[config.mk]
export PLATFORM = sky130hd
export DESIGN_NAME = dual_channel_block_average_scaler_flat
export DESIGN_NICKNAME = d
export VERILOG_FILES = /design/src/hw/rtl/dcbas_pkg.sv /design/src/hw/rtl/dcbas_if.sv /design/src/hw/rtl/dual_channel_block_average_scaler.sv /design/src/flat_wrapper.sv
export VERILOG_INCLUDE_DIRS = /design/src /design/src/hw/rtl
export SDC_FILE = /design/constraint.sdc
export NUM_CORES = 1
export LEC_CHECK = 0
export ABC_AREA = 1
export BUFFER_PORTS_ARGS = -buffer_cell sky130_fd_sc_hd__buf_2
export CAP_MARGIN = 10
export CORE_MARGIN = 2
export CORE_UTILIZATION = 47
export CTS_CLUSTER_DIAMETER = 30
export CTS_CLUSTER_SIZE = 16
export DETAILED_ROUTE_END_ITERATION = 8
export PLACE_DENSITY_LB_ADDON = 0.25
export SYNTH_ARGS = -nofsm -noshare
export SYNTH_HDL_FRONTEND = slang
export SYNTH_SLANG_ARGS = --single-unit
[constraint.sdc]
create_clock -name clk -period 19.75 [get_ports clk]
set_input_delay 1.975 -clock clk [delete_from_list [all_inputs] [get_ports clk]]
set_output_delay 1.975 -clock clk [all_outputs]
set_load 0.005 [all_outputs]
[src/hw/rtl/dual_channel_block_average_scaler_defines.svh]
// Assertion macros for the dual channel block average scaler.
`ifndef DUAL_CHANNEL_BLOCK_AVERAGE_SCALER_DEFINES_SVH
`define DUAL_CHANNEL_BLOCK_AVERAGE_SCALER_DEFINES_SVH

// Same-cycle implication, sampled on clk, off while rst_n is low.
`define DCBAS_ASSERT_NOW(label, ante, cons, msg) \
    label: assert property (@(posedge clk) disable iff (!rst_n) (ante) |-> (cons)) \
        else $error(msg);

// Next-cycle implication, sampled on clk, off while rst_n is low.
`define DCBAS_ASSERT_NEXT(label, ante, cons, msg) \
    label: assert property (@(posedge clk) disable iff (!rst_n) (ante) |=> (cons)) \
        else $error(msg);

`endif

[src/hw/rtl/dcbas_pkg.sv]
// Shared constants and types for the dual channel block average scaler.
`default_nettype none

package dcbas_pkg;

    localparam int MAX_ROWS  = 64;

    localparam int SAMPLE_W  = 12;
    localparam int LIMIT_W   = 12;
    localparam int GAIN_W    = 16;
    localparam int SCALED_W  = 24;
    localparam int CFG_W     = 24;
    localparam int CFG_IDX_W = 2;

    localparam int ROW_W     = $clog2(MAX_ROWS + 1);
    localparam int SUM_W     = SAMPLE_W + $clog2(MAX_ROWS);
    localparam int BIT_W     = $clog2(SUM_W);
    localparam int PROD_W    = LIMIT_W + GAIN_W;
    localparam int MAC_W     = PROD_W + 2;

    localparam logic [LIMIT_W-1:0]         LOWER_RESET  = 12'd100;
    localparam logic [LIMIT_W-1:0]         UPPER_RESET  = 12'd4000;
    localparam logic [GAIN_W-1:0]          GAIN_RESET   = 16'd3361;
    localparam logic signed [SCALED_W-1:0] OFFSET_RESET = -24'sd6889683;

    typedef enum logic [CFG_IDX_W-1:0] {
        CFG_LOWER_LIMIT  = 2'd0,
        CFG_UPPER_LIMIT  = 2'd1,
        CFG_SCALE_GAIN   = 2'd2,
        CFG_SCALE_OFFSET = 2'd3
    } cfg_index_t;

    typedef enum logic [2:0] {
        ST_IDLE,
        ST_DIV,
        ST_MUL,
        ST_ADD,
        ST_LOAD
    } state_t;

endpackage

`default_nettype wire

[src/hw/rtl/dcbas_if.sv]
// Request channels for sample rows in and block averages out.
`default_nettype none

interface dcbas_row_if;
    logic                          valid;
    logic                          ready;
    logic [dcbas_pkg::SAMPLE_W-1:0] sample_first;
    logic [dcbas_pkg::SAMPLE_W-1:0] sample_second;
    logic                          last_row;

    modport source (output valid, output sample_first, output sample_second,
                    output last_row, input ready);
    modport sink   (input valid, input sample_first, input sample_second,
                    input last_row, output ready);
endinterface

interface dcbas_avg_if;
    logic                                 valid;
    logic                                 ready;
    logic [dcbas_pkg::SAMPLE_W-1:0]        raw_first;
    logic [dcbas_pkg::SAMPLE_W-1:0]        raw_second;
    logic signed [dcbas_pkg::SCALED_W-1:0] scaled_first;
    logic signed [dcbas_pkg::SCALED_W-1:0] scaled_second;

    modport source (output valid, output raw_first, output raw_second,
                    output scaled_first, output scaled_second, input ready);
    modport sink   (input valid, input raw_first, input raw_second,
                    input scaled_first, input scaled_second, output ready);
endinterface

`default_nettype wire

[src/hw/rtl/dual_channel_block_average_scaler.sv]
// Top level: dual channel block averager with clamp and linear scaling.
//
// Rows are taken one per cycle while the block is idle; each row is added into
// the two channel sums at once. A row with last_row set, or the row that brings
// the count to MAX_ROWS, closes the block. The block then drops ready until its
// result is loaded: one bit-serial restoring divider works through each channel
// in turn, then one 12x16 multiplier and one add/saturate stage run twice, once
// per channel, and the result is moved to the output register. That register
// holds the request until it is taken; the next block can accumulate meanwhile,
// and only its own result load waits on it. Configuration is written through
// cfg_wr_en/cfg_index/cfg_wr_data; the user must write it only while idle, which the block does not enforce.
`default_nettype none

`include "dual_channel_block_average_scaler_defines.svh"

module dual_channel_block_average_scaler (
    input  wire logic                              clk,
    input  wire logic                              rst_n,
    input  wire logic                              cfg_wr_en,
    input  wire logic [dcbas_pkg::CFG_IDX_W-1:0]   cfg_index,
    input  wire logic [dcbas_pkg::CFG_W-1:0]       cfg_wr_data,
    dcbas_row_if.sink                              rows,
    dcbas_avg_if.source                            averages
);

    localparam int SAMPLE_W = dcbas_pkg::SAMPLE_W;
    localparam int LIMIT_W  = dcbas_pkg::LIMIT_W;
    localparam int GAIN_W   = dcbas_pkg::GAIN_W;
    localparam int SCALED_W = dcbas_pkg::SCALED_W;
    localparam int ROW_W    = dcbas_pkg::ROW_W;
    localparam int SUM_W    = dcbas_pkg::SUM_W;
    localparam int BIT_W    = dcbas_pkg::BIT_W;
    localparam int PROD_W   = dcbas_pkg::PROD_W;
    localparam int MAC_W    = dcbas_pkg::MAC_W;

    // configuration
    logic [LIMIT_W-1:0]         lower_reg;
    logic [LIMIT_W-1:0]         upper_reg;
    logic [GAIN_W-1:0]          gain_reg;
    logic signed [SCALED_W-1:0] offset_reg;

    // control
    dcbas_pkg::state_t state_reg, state_next;
    logic [ROW_W-1:0]  count_reg, count_next;
    logic [BIT_W-1:0]  bit_cnt_reg, bit_cnt_next;
    logic              ch_reg, ch_next;
    logic              out_valid_reg, out_valid_next;

    // datapath
    logic [SUM_W-1:0]           sum_first_reg, sum_first_next;
    logic [SUM_W-1:0]           sum_second_reg, sum_second_next;
    logic [SUM_W-1:0]           hold_reg, hold_next;
    logic [SUM_W-1:0]           quo_reg, quo_next;
    logic [ROW_W-1:0]           rem_reg, rem_next;
    logic [ROW_W-1:0]           div_reg, div_next;
    logic [SAMPLE_W-1:0]        avg_first_reg, avg_first_next;
    logic [SAMPLE_W-1:0]        avg_second_reg, avg_second_next;
    logic [PROD_W-1:0]          prod_reg, prod_next;
    logic signed [SCALED_W-1:0] scl_first_reg, scl_first_next;
    logic signed [SCALED_W-1:0] scl_second_reg, scl_second_next;

    logic [SAMPLE_W-1:0]        raw_first_reg, raw_second_reg;
    logic signed [SCALED_W-1:0] out_first_reg, out_second_reg;

    // combinational helpers
    logic                       row_ready;
    logic                       row_acc;
    logic                       load_ok;
    logic                       do_load;
    logic [ROW_W-1:0]           count_plus;
    logic                       closes;
    logic [SUM_W-1:0]           add_first;
    logic [SUM_W-1:0]           add_second;
    logic [ROW_W:0]             trial;
    logic [ROW_W:0]             diff;
    logic                       div_ge;
    logic [SUM_W-1:0]           quo_shift;
    logic [SAMPLE_W-1:0]        avg_sel;
    logic [LIMIT_W-1:0]         clamp_lo;
    logic [LIMIT_W-1:0]         clamp_v;
    logic signed [MAC_W-1:0]    mac;
    logic signed [SCALED_W-1:0] sat;

    assign load_ok    = !out_valid_reg || averages.ready;
    assign row_acc    = rows.valid && row_ready;
    assign count_plus = count_reg + ROW_W'(1);
    assign closes     = rows.last_row || (count_plus == ROW_W'(dcbas_pkg::MAX_ROWS));
    assign add_first  = sum_first_reg + SUM_W'(rows.sample_first);
    assign add_second = sum_second_reg + SUM_W'(rows.sample_second);

    // restoring division step
    assign trial     = {rem_reg, quo_reg[SUM_W-1]};
    assign diff      = trial - {1'b0, div_reg};
    assign div_ge    = (trial >= {1'b0, div_reg});
    assign quo_shift = {quo_reg[SUM_W-2:0], div_ge};

    // clamp, lower limit first
    assign avg_sel  = ch_reg ? avg_second_reg : avg_first_reg;
    assign clamp_lo = (LIMIT_W'(avg_sel) < lower_reg) ? lower_reg : LIMIT_W'(avg_sel);
    assign clamp_v  = (clamp_lo > upper_reg) ? upper_reg : clamp_lo;

    assign mac = $signed({2'b00, prod_reg})
               + {{(MAC_W-SCALED_W){offset_reg[SCALED_W-1]}}, offset_reg};

    // saturate when the bits above the result do not all match its sign
    always_comb
    begin
        if (mac[MAC_W-1:SCALED_W-1] == '0 || mac[MAC_W-1:SCALED_W-1] == '1)
        begin
            sat = mac[SCALED_W-1:0];
        end
        else if (mac[MAC_W-1])
        begin
            sat = {1'b1, {(SCALED_W-1){1'b0}}};
        end
        else
        begin
            sat = {1'b0, {(SCALED_W-1){1'b1}}};
        end
    end

    // next state
    always_comb
    begin
        state_next = state_reg;
        unique case (state_reg)
            dcbas_pkg::ST_IDLE:
            begin
                if (row_acc && closes)
                begin
                    state_next = dcbas_pkg::ST_DIV;
                end
            end
            dcbas_pkg::ST_DIV:
            begin
                if (bit_cnt_reg == '0 && ch_reg)
                begin
                    state_next = dcbas_pkg::ST_MUL;
                end
            end
            dcbas_pkg::ST_MUL:
            begin
                state_next = dcbas_pkg::ST_ADD;
            end
            dcbas_pkg::ST_ADD:
            begin
                state_next = ch_reg ? dcbas_pkg::ST_LOAD : dcbas_pkg::ST_MUL;
            end
            dcbas_pkg::ST_LOAD:
            begin
                if (load_ok)
                begin
                    state_next = dcbas_pkg::ST_IDLE;
                end
            end
            default:
            begin
                state_next = dcbas_pkg::ST_IDLE;
            end
        endcase
    end

    // sequencer outputs
    always_comb
    begin
        row_ready = 1'b0;
        do_load   = 1'b0;
        unique case (state_reg)
            dcbas_pkg::ST_IDLE: row_ready = 1'b1;
            dcbas_pkg::ST_LOAD: do_load   = load_ok;
            default:
            begin
                row_ready = 1'b0;
                do_load   = 1'b0;
            end
        endcase
    end

    // datapath next values
    always_comb
    begin
        count_next      = count_reg;
        bit_cnt_next    = bit_cnt_reg;
        ch_next         = ch_reg;
        sum_first_next  = sum_first_reg;
        sum_second_next = sum_second_reg;
        hold_next       = hold_reg;
        quo_next        = quo_reg;
        rem_next        = rem_reg;
        div_next        = div_reg;
        avg_first_next  = avg_first_reg;
        avg_second_next = avg_second_reg;
        prod_next       = prod_reg;
        scl_first_next  = scl_first_reg;
        scl_second_next = scl_second_reg;
        case (state_reg)
            dcbas_pkg::ST_IDLE:
            begin
                if (row_acc)
                begin
                    if (closes)
                    begin
                        // hand the sums to the divider and start a fresh block
                        quo_next        = add_first;
                        hold_next       = add_second;
                        div_next        = count_plus;
                        rem_next        = '0;
                        bit_cnt_next    = BIT_W'(SUM_W - 1);
                        ch_next         = 1'b0;
                        sum_first_next  = '0;
                        sum_second_next = '0;
                        count_next      = '0;
                    end
                    else
                    begin
                        sum_first_next  = add_first;
                        sum_second_next = add_second;
                        count_next      = count_plus;
                    end
                end
            end
            dcbas_pkg::ST_DIV:
            begin
                rem_next = div_ge ? diff[ROW_W-1:0] : trial[ROW_W-1:0];
                quo_next = quo_shift;
                if (bit_cnt_reg == '0)
                begin
                    if (ch_reg)
                    begin
                        avg_second_next = quo_shift[SAMPLE_W-1:0];
                        ch_next         = 1'b0;
                    end
                    else
                    begin
                        avg_first_next = quo_shift[SAMPLE_W-1:0];
                        quo_next       = hold_reg;
                        rem_next       = '0;
                        bit_cnt_next   = BIT_W'(SUM_W - 1);
                        ch_next        = 1'b1;
                    end
                end
                else
                begin
                    bit_cnt_next = bit_cnt_reg - BIT_W'(1);
                end
            end
            dcbas_pkg::ST_MUL:
            begin
                prod_next = PROD_W'(clamp_v) * PROD_W'(gain_reg);
            end
            dcbas_pkg::ST_ADD:
            begin
                if (ch_reg)
                begin
                    scl_second_next = sat;
                end
                else
                begin
                    scl_first_next = sat;
                end
                ch_next = !ch_reg;
            end
            default:
            begin
            end
        endcase
    end

    always_comb
    begin
        out_valid_next = out_valid_reg && !averages.ready;
        if (do_load)
        begin
            out_valid_next = 1'b1;
        end
    end

    // configuration registers
    always_ff @(posedge clk or negedge rst_n)
    begin
        if (!rst_n)
        begin
            lower_reg  <= dcbas_pkg::LOWER_RESET;
            upper_reg  <= dcbas_pkg::UPPER_RESET;
            gain_reg   <= dcbas_pkg::GAIN_RESET;
            offset_reg <= dcbas_pkg::OFFSET_RESET;
        end
        else if (cfg_wr_en)
        begin
            unique case (dcbas_pkg::cfg_index_t'(cfg_index))
                dcbas_pkg::CFG_LOWER_LIMIT:  lower_reg  <= cfg_wr_data[LIMIT_W-1:0];
                dcbas_pkg::CFG_UPPER_LIMIT:  upper_reg  <= cfg_wr_data[LIMIT_W-1:0];
                dcbas_pkg::CFG_SCALE_GAIN:   gain_reg   <= cfg_wr_data[GAIN_W-1:0];
                dcbas_pkg::CFG_SCALE_OFFSET: offset_reg <= $signed(cfg_wr_data[SCALED_W-1:0]);
            endcase
        end
    end

    // control registers
    always_ff @(posedge clk or negedge rst_n)
    begin
        if (!rst_n)
        begin
            state_reg      <= dcbas_pkg::ST_IDLE;
            count_reg      <= '0;
            bit_cnt_reg    <= '0;
            ch_reg         <= 1'b0;
            out_valid_reg  <= 1'b0;
            sum_first_reg  <= '0;
            sum_second_reg <= '0;
        end
        else
        begin
            state_reg      <= state_next;
            count_reg      <= count_next;
            bit_cnt_reg    <= bit_cnt_next;
            ch_reg         <= ch_next;
            out_valid_reg  <= out_valid_next;
            sum_first_reg  <= sum_first_next;
            sum_second_reg <= sum_second_next;
        end
    end

    // payload registers
    always_ff @(posedge clk)
    begin
        hold_reg       <= hold_next;
        quo_reg        <= quo_next;
        rem_reg        <= rem_next;
        div_reg        <= div_next;
        avg_first_reg  <= avg_first_next;
        avg_second_reg <= avg_second_next;
        prod_reg       <= prod_next;
        scl_first_reg  <= scl_first_next;
        scl_second_reg <= scl_second_next;
        if (do_load)
        begin
            raw_first_reg  <= avg_first_reg;
            raw_second_reg <= avg_second_reg;
            out_first_reg  <= scl_first_reg;
            out_second_reg <= scl_second_reg;
        end
    end

    assign rows.ready             = row_ready;
    assign averages.valid         = out_valid_reg;
    assign averages.raw_first     = raw_first_reg;
    assign averages.raw_second    = raw_second_reg;
    assign averages.scaled_first  = out_first_reg;
    assign averages.scaled_second = out_second_reg;

    `DCBAS_ASSERT_NOW(a_count_bound, 1'b1, count_reg < ROW_W'(dcbas_pkg::MAX_ROWS), "row count reached the block limit")
    `DCBAS_ASSERT_NEXT(a_close_starts_div, row_acc && closes, state_reg == dcbas_pkg::ST_DIV && count_reg == '0 && sum_first_reg == '0, "closing row did not start the divider")
    `DCBAS_ASSERT_NOW(a_divisor_nonzero, state_reg == dcbas_pkg::ST_DIV, div_reg != '0, "divider running with a zero row count")
    `DCBAS_ASSERT_NEXT(a_load_shows, do_load, out_valid_reg && raw_first_reg == $past(avg_first_reg), "block result not presented after load")

endmodule

`default_nettype wire

[src/flat_wrapper.sv]
// flat-port wrapper written by rule: the top's interface ports become plain ports
module dual_channel_block_average_scaler_flat 
  (clk, rst_n, cfg_wr_en, cfg_index, cfg_wr_data, rows_valid, rows_sample_first, rows_sample_second, rows_last_row, rows_ready, averages_valid, averages_raw_first, averages_raw_second, averages_scaled_first, averages_scaled_second, averages_ready);
  dcbas_row_if rows_i ();
  dcbas_avg_if averages_i ();
  input  wire logic clk;
  input  wire logic rst_n;
  input  wire logic cfg_wr_en;
  input  wire logic [dcbas_pkg::CFG_IDX_W-1:0] cfg_index;
  input  wire logic [dcbas_pkg::CFG_W-1:0] cfg_wr_data;
  input wire logic [$bits(rows_i.valid)-1:0] rows_valid;
  input wire logic [$bits(rows_i.sample_first)-1:0] rows_sample_first;
  input wire logic [$bits(rows_i.sample_second)-1:0] rows_sample_second;
  input wire logic [$bits(rows_i.last_row)-1:0] rows_last_row;
  output wire logic [$bits(rows_i.ready)-1:0] rows_ready;
  output wire logic [$bits(averages_i.valid)-1:0] averages_valid;
  output wire logic [$bits(averages_i.raw_first)-1:0] averages_raw_first;
  output wire logic [$bits(averages_i.raw_second)-1:0] averages_raw_second;
  output wire logic [$bits(averages_i.scaled_first)-1:0] averages_scaled_first;
  output wire logic [$bits(averages_i.scaled_second)-1:0] averages_scaled_second;
  input wire logic [$bits(averages_i.ready)-1:0] averages_ready;
  assign rows_i.valid = rows_valid;
  assign rows_i.sample_first = rows_sample_first;
  assign rows_i.sample_second = rows_sample_second;
  assign rows_i.last_row = rows_last_row;
  assign rows_ready = rows_i.ready;
  assign averages_valid = averages_i.valid;
  assign averages_raw_first = averages_i.raw_first;
  assign averages_raw_second = averages_i.raw_second;
  assign averages_scaled_first = averages_i.scaled_first;
  assign averages_scaled_second = averages_i.scaled_second;
  assign averages_i.ready = averages_ready;
  dual_channel_block_average_scaler u_core (.clk(clk), .rst_n(rst_n), .cfg_wr_en(cfg_wr_en), .cfg_index(cfg_index), .cfg_wr_data(cfg_wr_data), .rows(rows_i), .averages(averages_i));
endmodule
==> impl_metrics.env <==
export IMPL_outcome="finished, final reports clean"
export IMPL_hold_viol=0
export IMPL_ys_seq_area_frac=0.4198
export IMPL_grt_max_degree=73
export IMPL_synth_area_mux_share=0.003436
export IMPL_crit_top_cell="nand2_1"
export IMPL_dpl_instance_area_um2=24130
export IMPL_overflow=0
export IMPL_grt_pass1_wl_um=94450
export IMPL_dieHeight_um=224.9
export IMPL_start_util=0.4784
export IMPL_n_antenna_cell=0
export IMPL_place_congestion=0.9397
export IMPL_largest_register_ffs=28
export IMPL_htreeDepth=3
export IMPL_drt_iter0_markers=1225
export IMPL_clockBufferDepth=3
export IMPL_cts_sinks=339
export IMPL_critPathKind="register to register"
export IMPL_synth_xor_area_frac=0.03246
export IMPL_synthSimpleGateAreaFrac=0.1810
export IMPL_setup_violations=0
export IMPL_crit_buf_inv=5
export IMPL_synth_net_count=2824
export IMPL_slowest_stage="dfrtp_1"
export IMPL_post_cts_buffers=0
export IMPL_cp_max_fo=17
export IMPL_synth_compound_area_frac=0.07015
export IMPL_fin_crit_sh=0.4811
export IMPL_synth_edf_count=222
export IMPL_cts_resized=0
export IMPL_fmax_ghz=0.1053
export IMPL_rsz0062_at_grt="no"
export IMPL_ys_async_sr_fraction=0.3451
export IMPL_top_layer="met4"
export IMPL_nFillCells=4292
export IMPL_ys_top_cells_by_area="edfxtp_1 (29%), fa_1 (13%), dfrtp_1 (9.6%), nand2_1 (8.6%), ha_1 (8.2%)"
export IMPL_worstHoldPathType="register to register"
export IMPL_yosysTopAreaCell="edfxtp_1"
export IMPL_route_met2_wl_um=27770
export IMPL_final_area_um2=26560
export IMPL_clk_pin_slew_worst_paths_ns=0.05
export IMPL_ys_warn_count=0
export IMPL_hold_buffers=0
export IMPL_cp_arrival_ns=9.83
export IMPL_tightest_slew_ns=0.9865
export IMPL_synthDominantCellAreaShare=0.2906
export IMPL_ioPinCount=130
export IMPL_ys_ff_latch=339
export IMPL_avgSynthCellArea_um2=9.275
export IMPL_viasPerCell=5.294
export IMPL_cts_buffers=70
export IMPL_num_vias=17420
export IMPL_finalCriticalPeriod_ns=9.501
export IMPL_die_area_um2=50590
export IMPL_clock_skew_ns=0.02191
export IMPL_ys_types=56
export IMPL_dr_wl_met3_um=3093
export IMPL_mostFrequentLayoutCells="nand2_1 (528), inv_1 (425), edfxtp_1 (222), nand3_1 (194), nor2_1 (157)"
export IMPL_die_width_um=224.9
export IMPL_timing_hold_ws_ns=0.4145
export IMPL_wl_um=58390
export IMPL_crit_family="adder cells"
export IMPL_grt_pass1_vias=17840
export IMPL_synth_area_um2=22940
export IMPL_areaGrowthSynthToFinish_pct=15.80
export IMPL_cts_tree="done"
export IMPL_antenna_found_initial=1
export IMPL_rows=80
export IMPL_drc=0
export IMPL_synth_top_family_by_area="adder cells"
export IMPL_cp_start_kind="register"
export IMPL_final_net_count=2971
export IMPL_ys_flop_type="edfxtp_1"
export IMPL_grt_usage=0.2400
export IMPL_synthAdderAreaFrac=0.2080
export IMPL_final_core_util=0.5540
export IMPL_met1Wirelength_um=25910
export IMPL_synthCells=2473
export IMPL_tns_ns=0
export IMPL_drtPass1Iterations=5
export IMPL_slew_headroom=0.3407
export IMPL_wire_per_inst_um=17.74
export IMPL_coreArea_um2=47950
export IMPL_insertion_delay_ns=0.60
export IMPL_finalMaxSlewViolations=0
export IMPL_antenna_left=0
export IMPL_max_cap_violations=0
export IMPL_port_buffers=129
export IMPL_drive_gt1_frac=0.1345
export IMPL_dp_hpwl_um=45910
export IMPL_crit_path_max_incr_delay_ns=0.72
export IMPL_cts_root_buf="clkbuf_16"
export IMPL_critPathRequiredTime_ns=20.08
export IMPL_endpoint_kind="register"
export IMPL_layout_commonest_cell="nand2_1"
==> cell type report <==
cell class / instances / area, µm² / area share
multi-input combinational: 1638 / 11380 / 0.4284
sequential: 339 / 9630 / 0.3626
clock buffer: 77 / 1819 / 0.06849
inverter: 430 / 1617 / 0.06086
tap: 615 / 769.5 / 0.02897
timing repair buffer: 141 / 738.2 / 0.02779
clock inverter: 51 / 608.1 / 0.02289
==> Yosys cell counts (10+ instances only) <==
master	instances
nand2_1	528
inv_1	425
edfxtp_1	222
nand3_1	194
nor2_1	162
ha_1	151
fa_1	144
o21ai_0	127
dfrtp_1	88
a21oi_1	79
xor2_1	55
clkbuf_1	34
xnor2_1	30
dfstp_2	29
nand2_2	18
nand3_2	16
buf_2	12
a22oi_1	11
a31oi_1	11
nor2_2	11
nor3_1	11
nand4_1	10
o21ai_1	10
==> metal layers <==
metal	track usage	vias up
li1	-	8316
met1	0.3229	8504
met2	0.3960	507
met3	0.03794	94
met4	0.08438	0
met5	0	-
==> kinds of logic after synthesis <==
group | Yosys count
compound gates | 286
xor+xnor | 85
fa+ha+maj | 295
buf+inv | 496
flops | 339
mux | 7
simple gates | 965
==> final timing paths <==
check | endpoint | cells after the start | startpoint | slack (ns)
max | u_core.prod_reg[24] | 39 | u_core.ch_reg | 10.25
min | u_core.averages.scaled_second[6] | 0 | u_core.scl_second_reg[6] | 0.41
max reg2reg | u_core.prod_reg[24] | 39 | u_core.ch_reg | 10.25
min reg2reg | u_core.averages.scaled_second[6] | 0 | u_core.scl_second_reg[6] | 0.41
max in group asynchronous | u_core.offset_reg[13] | 2 | rst_n | 16.89
min in group asynchronous | u_core.sum_second_reg[4] | 1 | rst_n | 1.47
==> per-stage QoR <==
| step | instances | setup WS (ns) |
|---|---|---|
| detailed placement | 3163 | 10.46 |
| finish | 3291 | 10.25 |
| floorplan | 2473 | 11.89 |
| global route | 3291 | 9.427 |
| global placement | 3163 | 10.48 |
| CTS | 3291 | 10.42 |
Power is not shown: default switching activity piles up to over one toggle a cycle in this logic, so the estimate is an artifact.
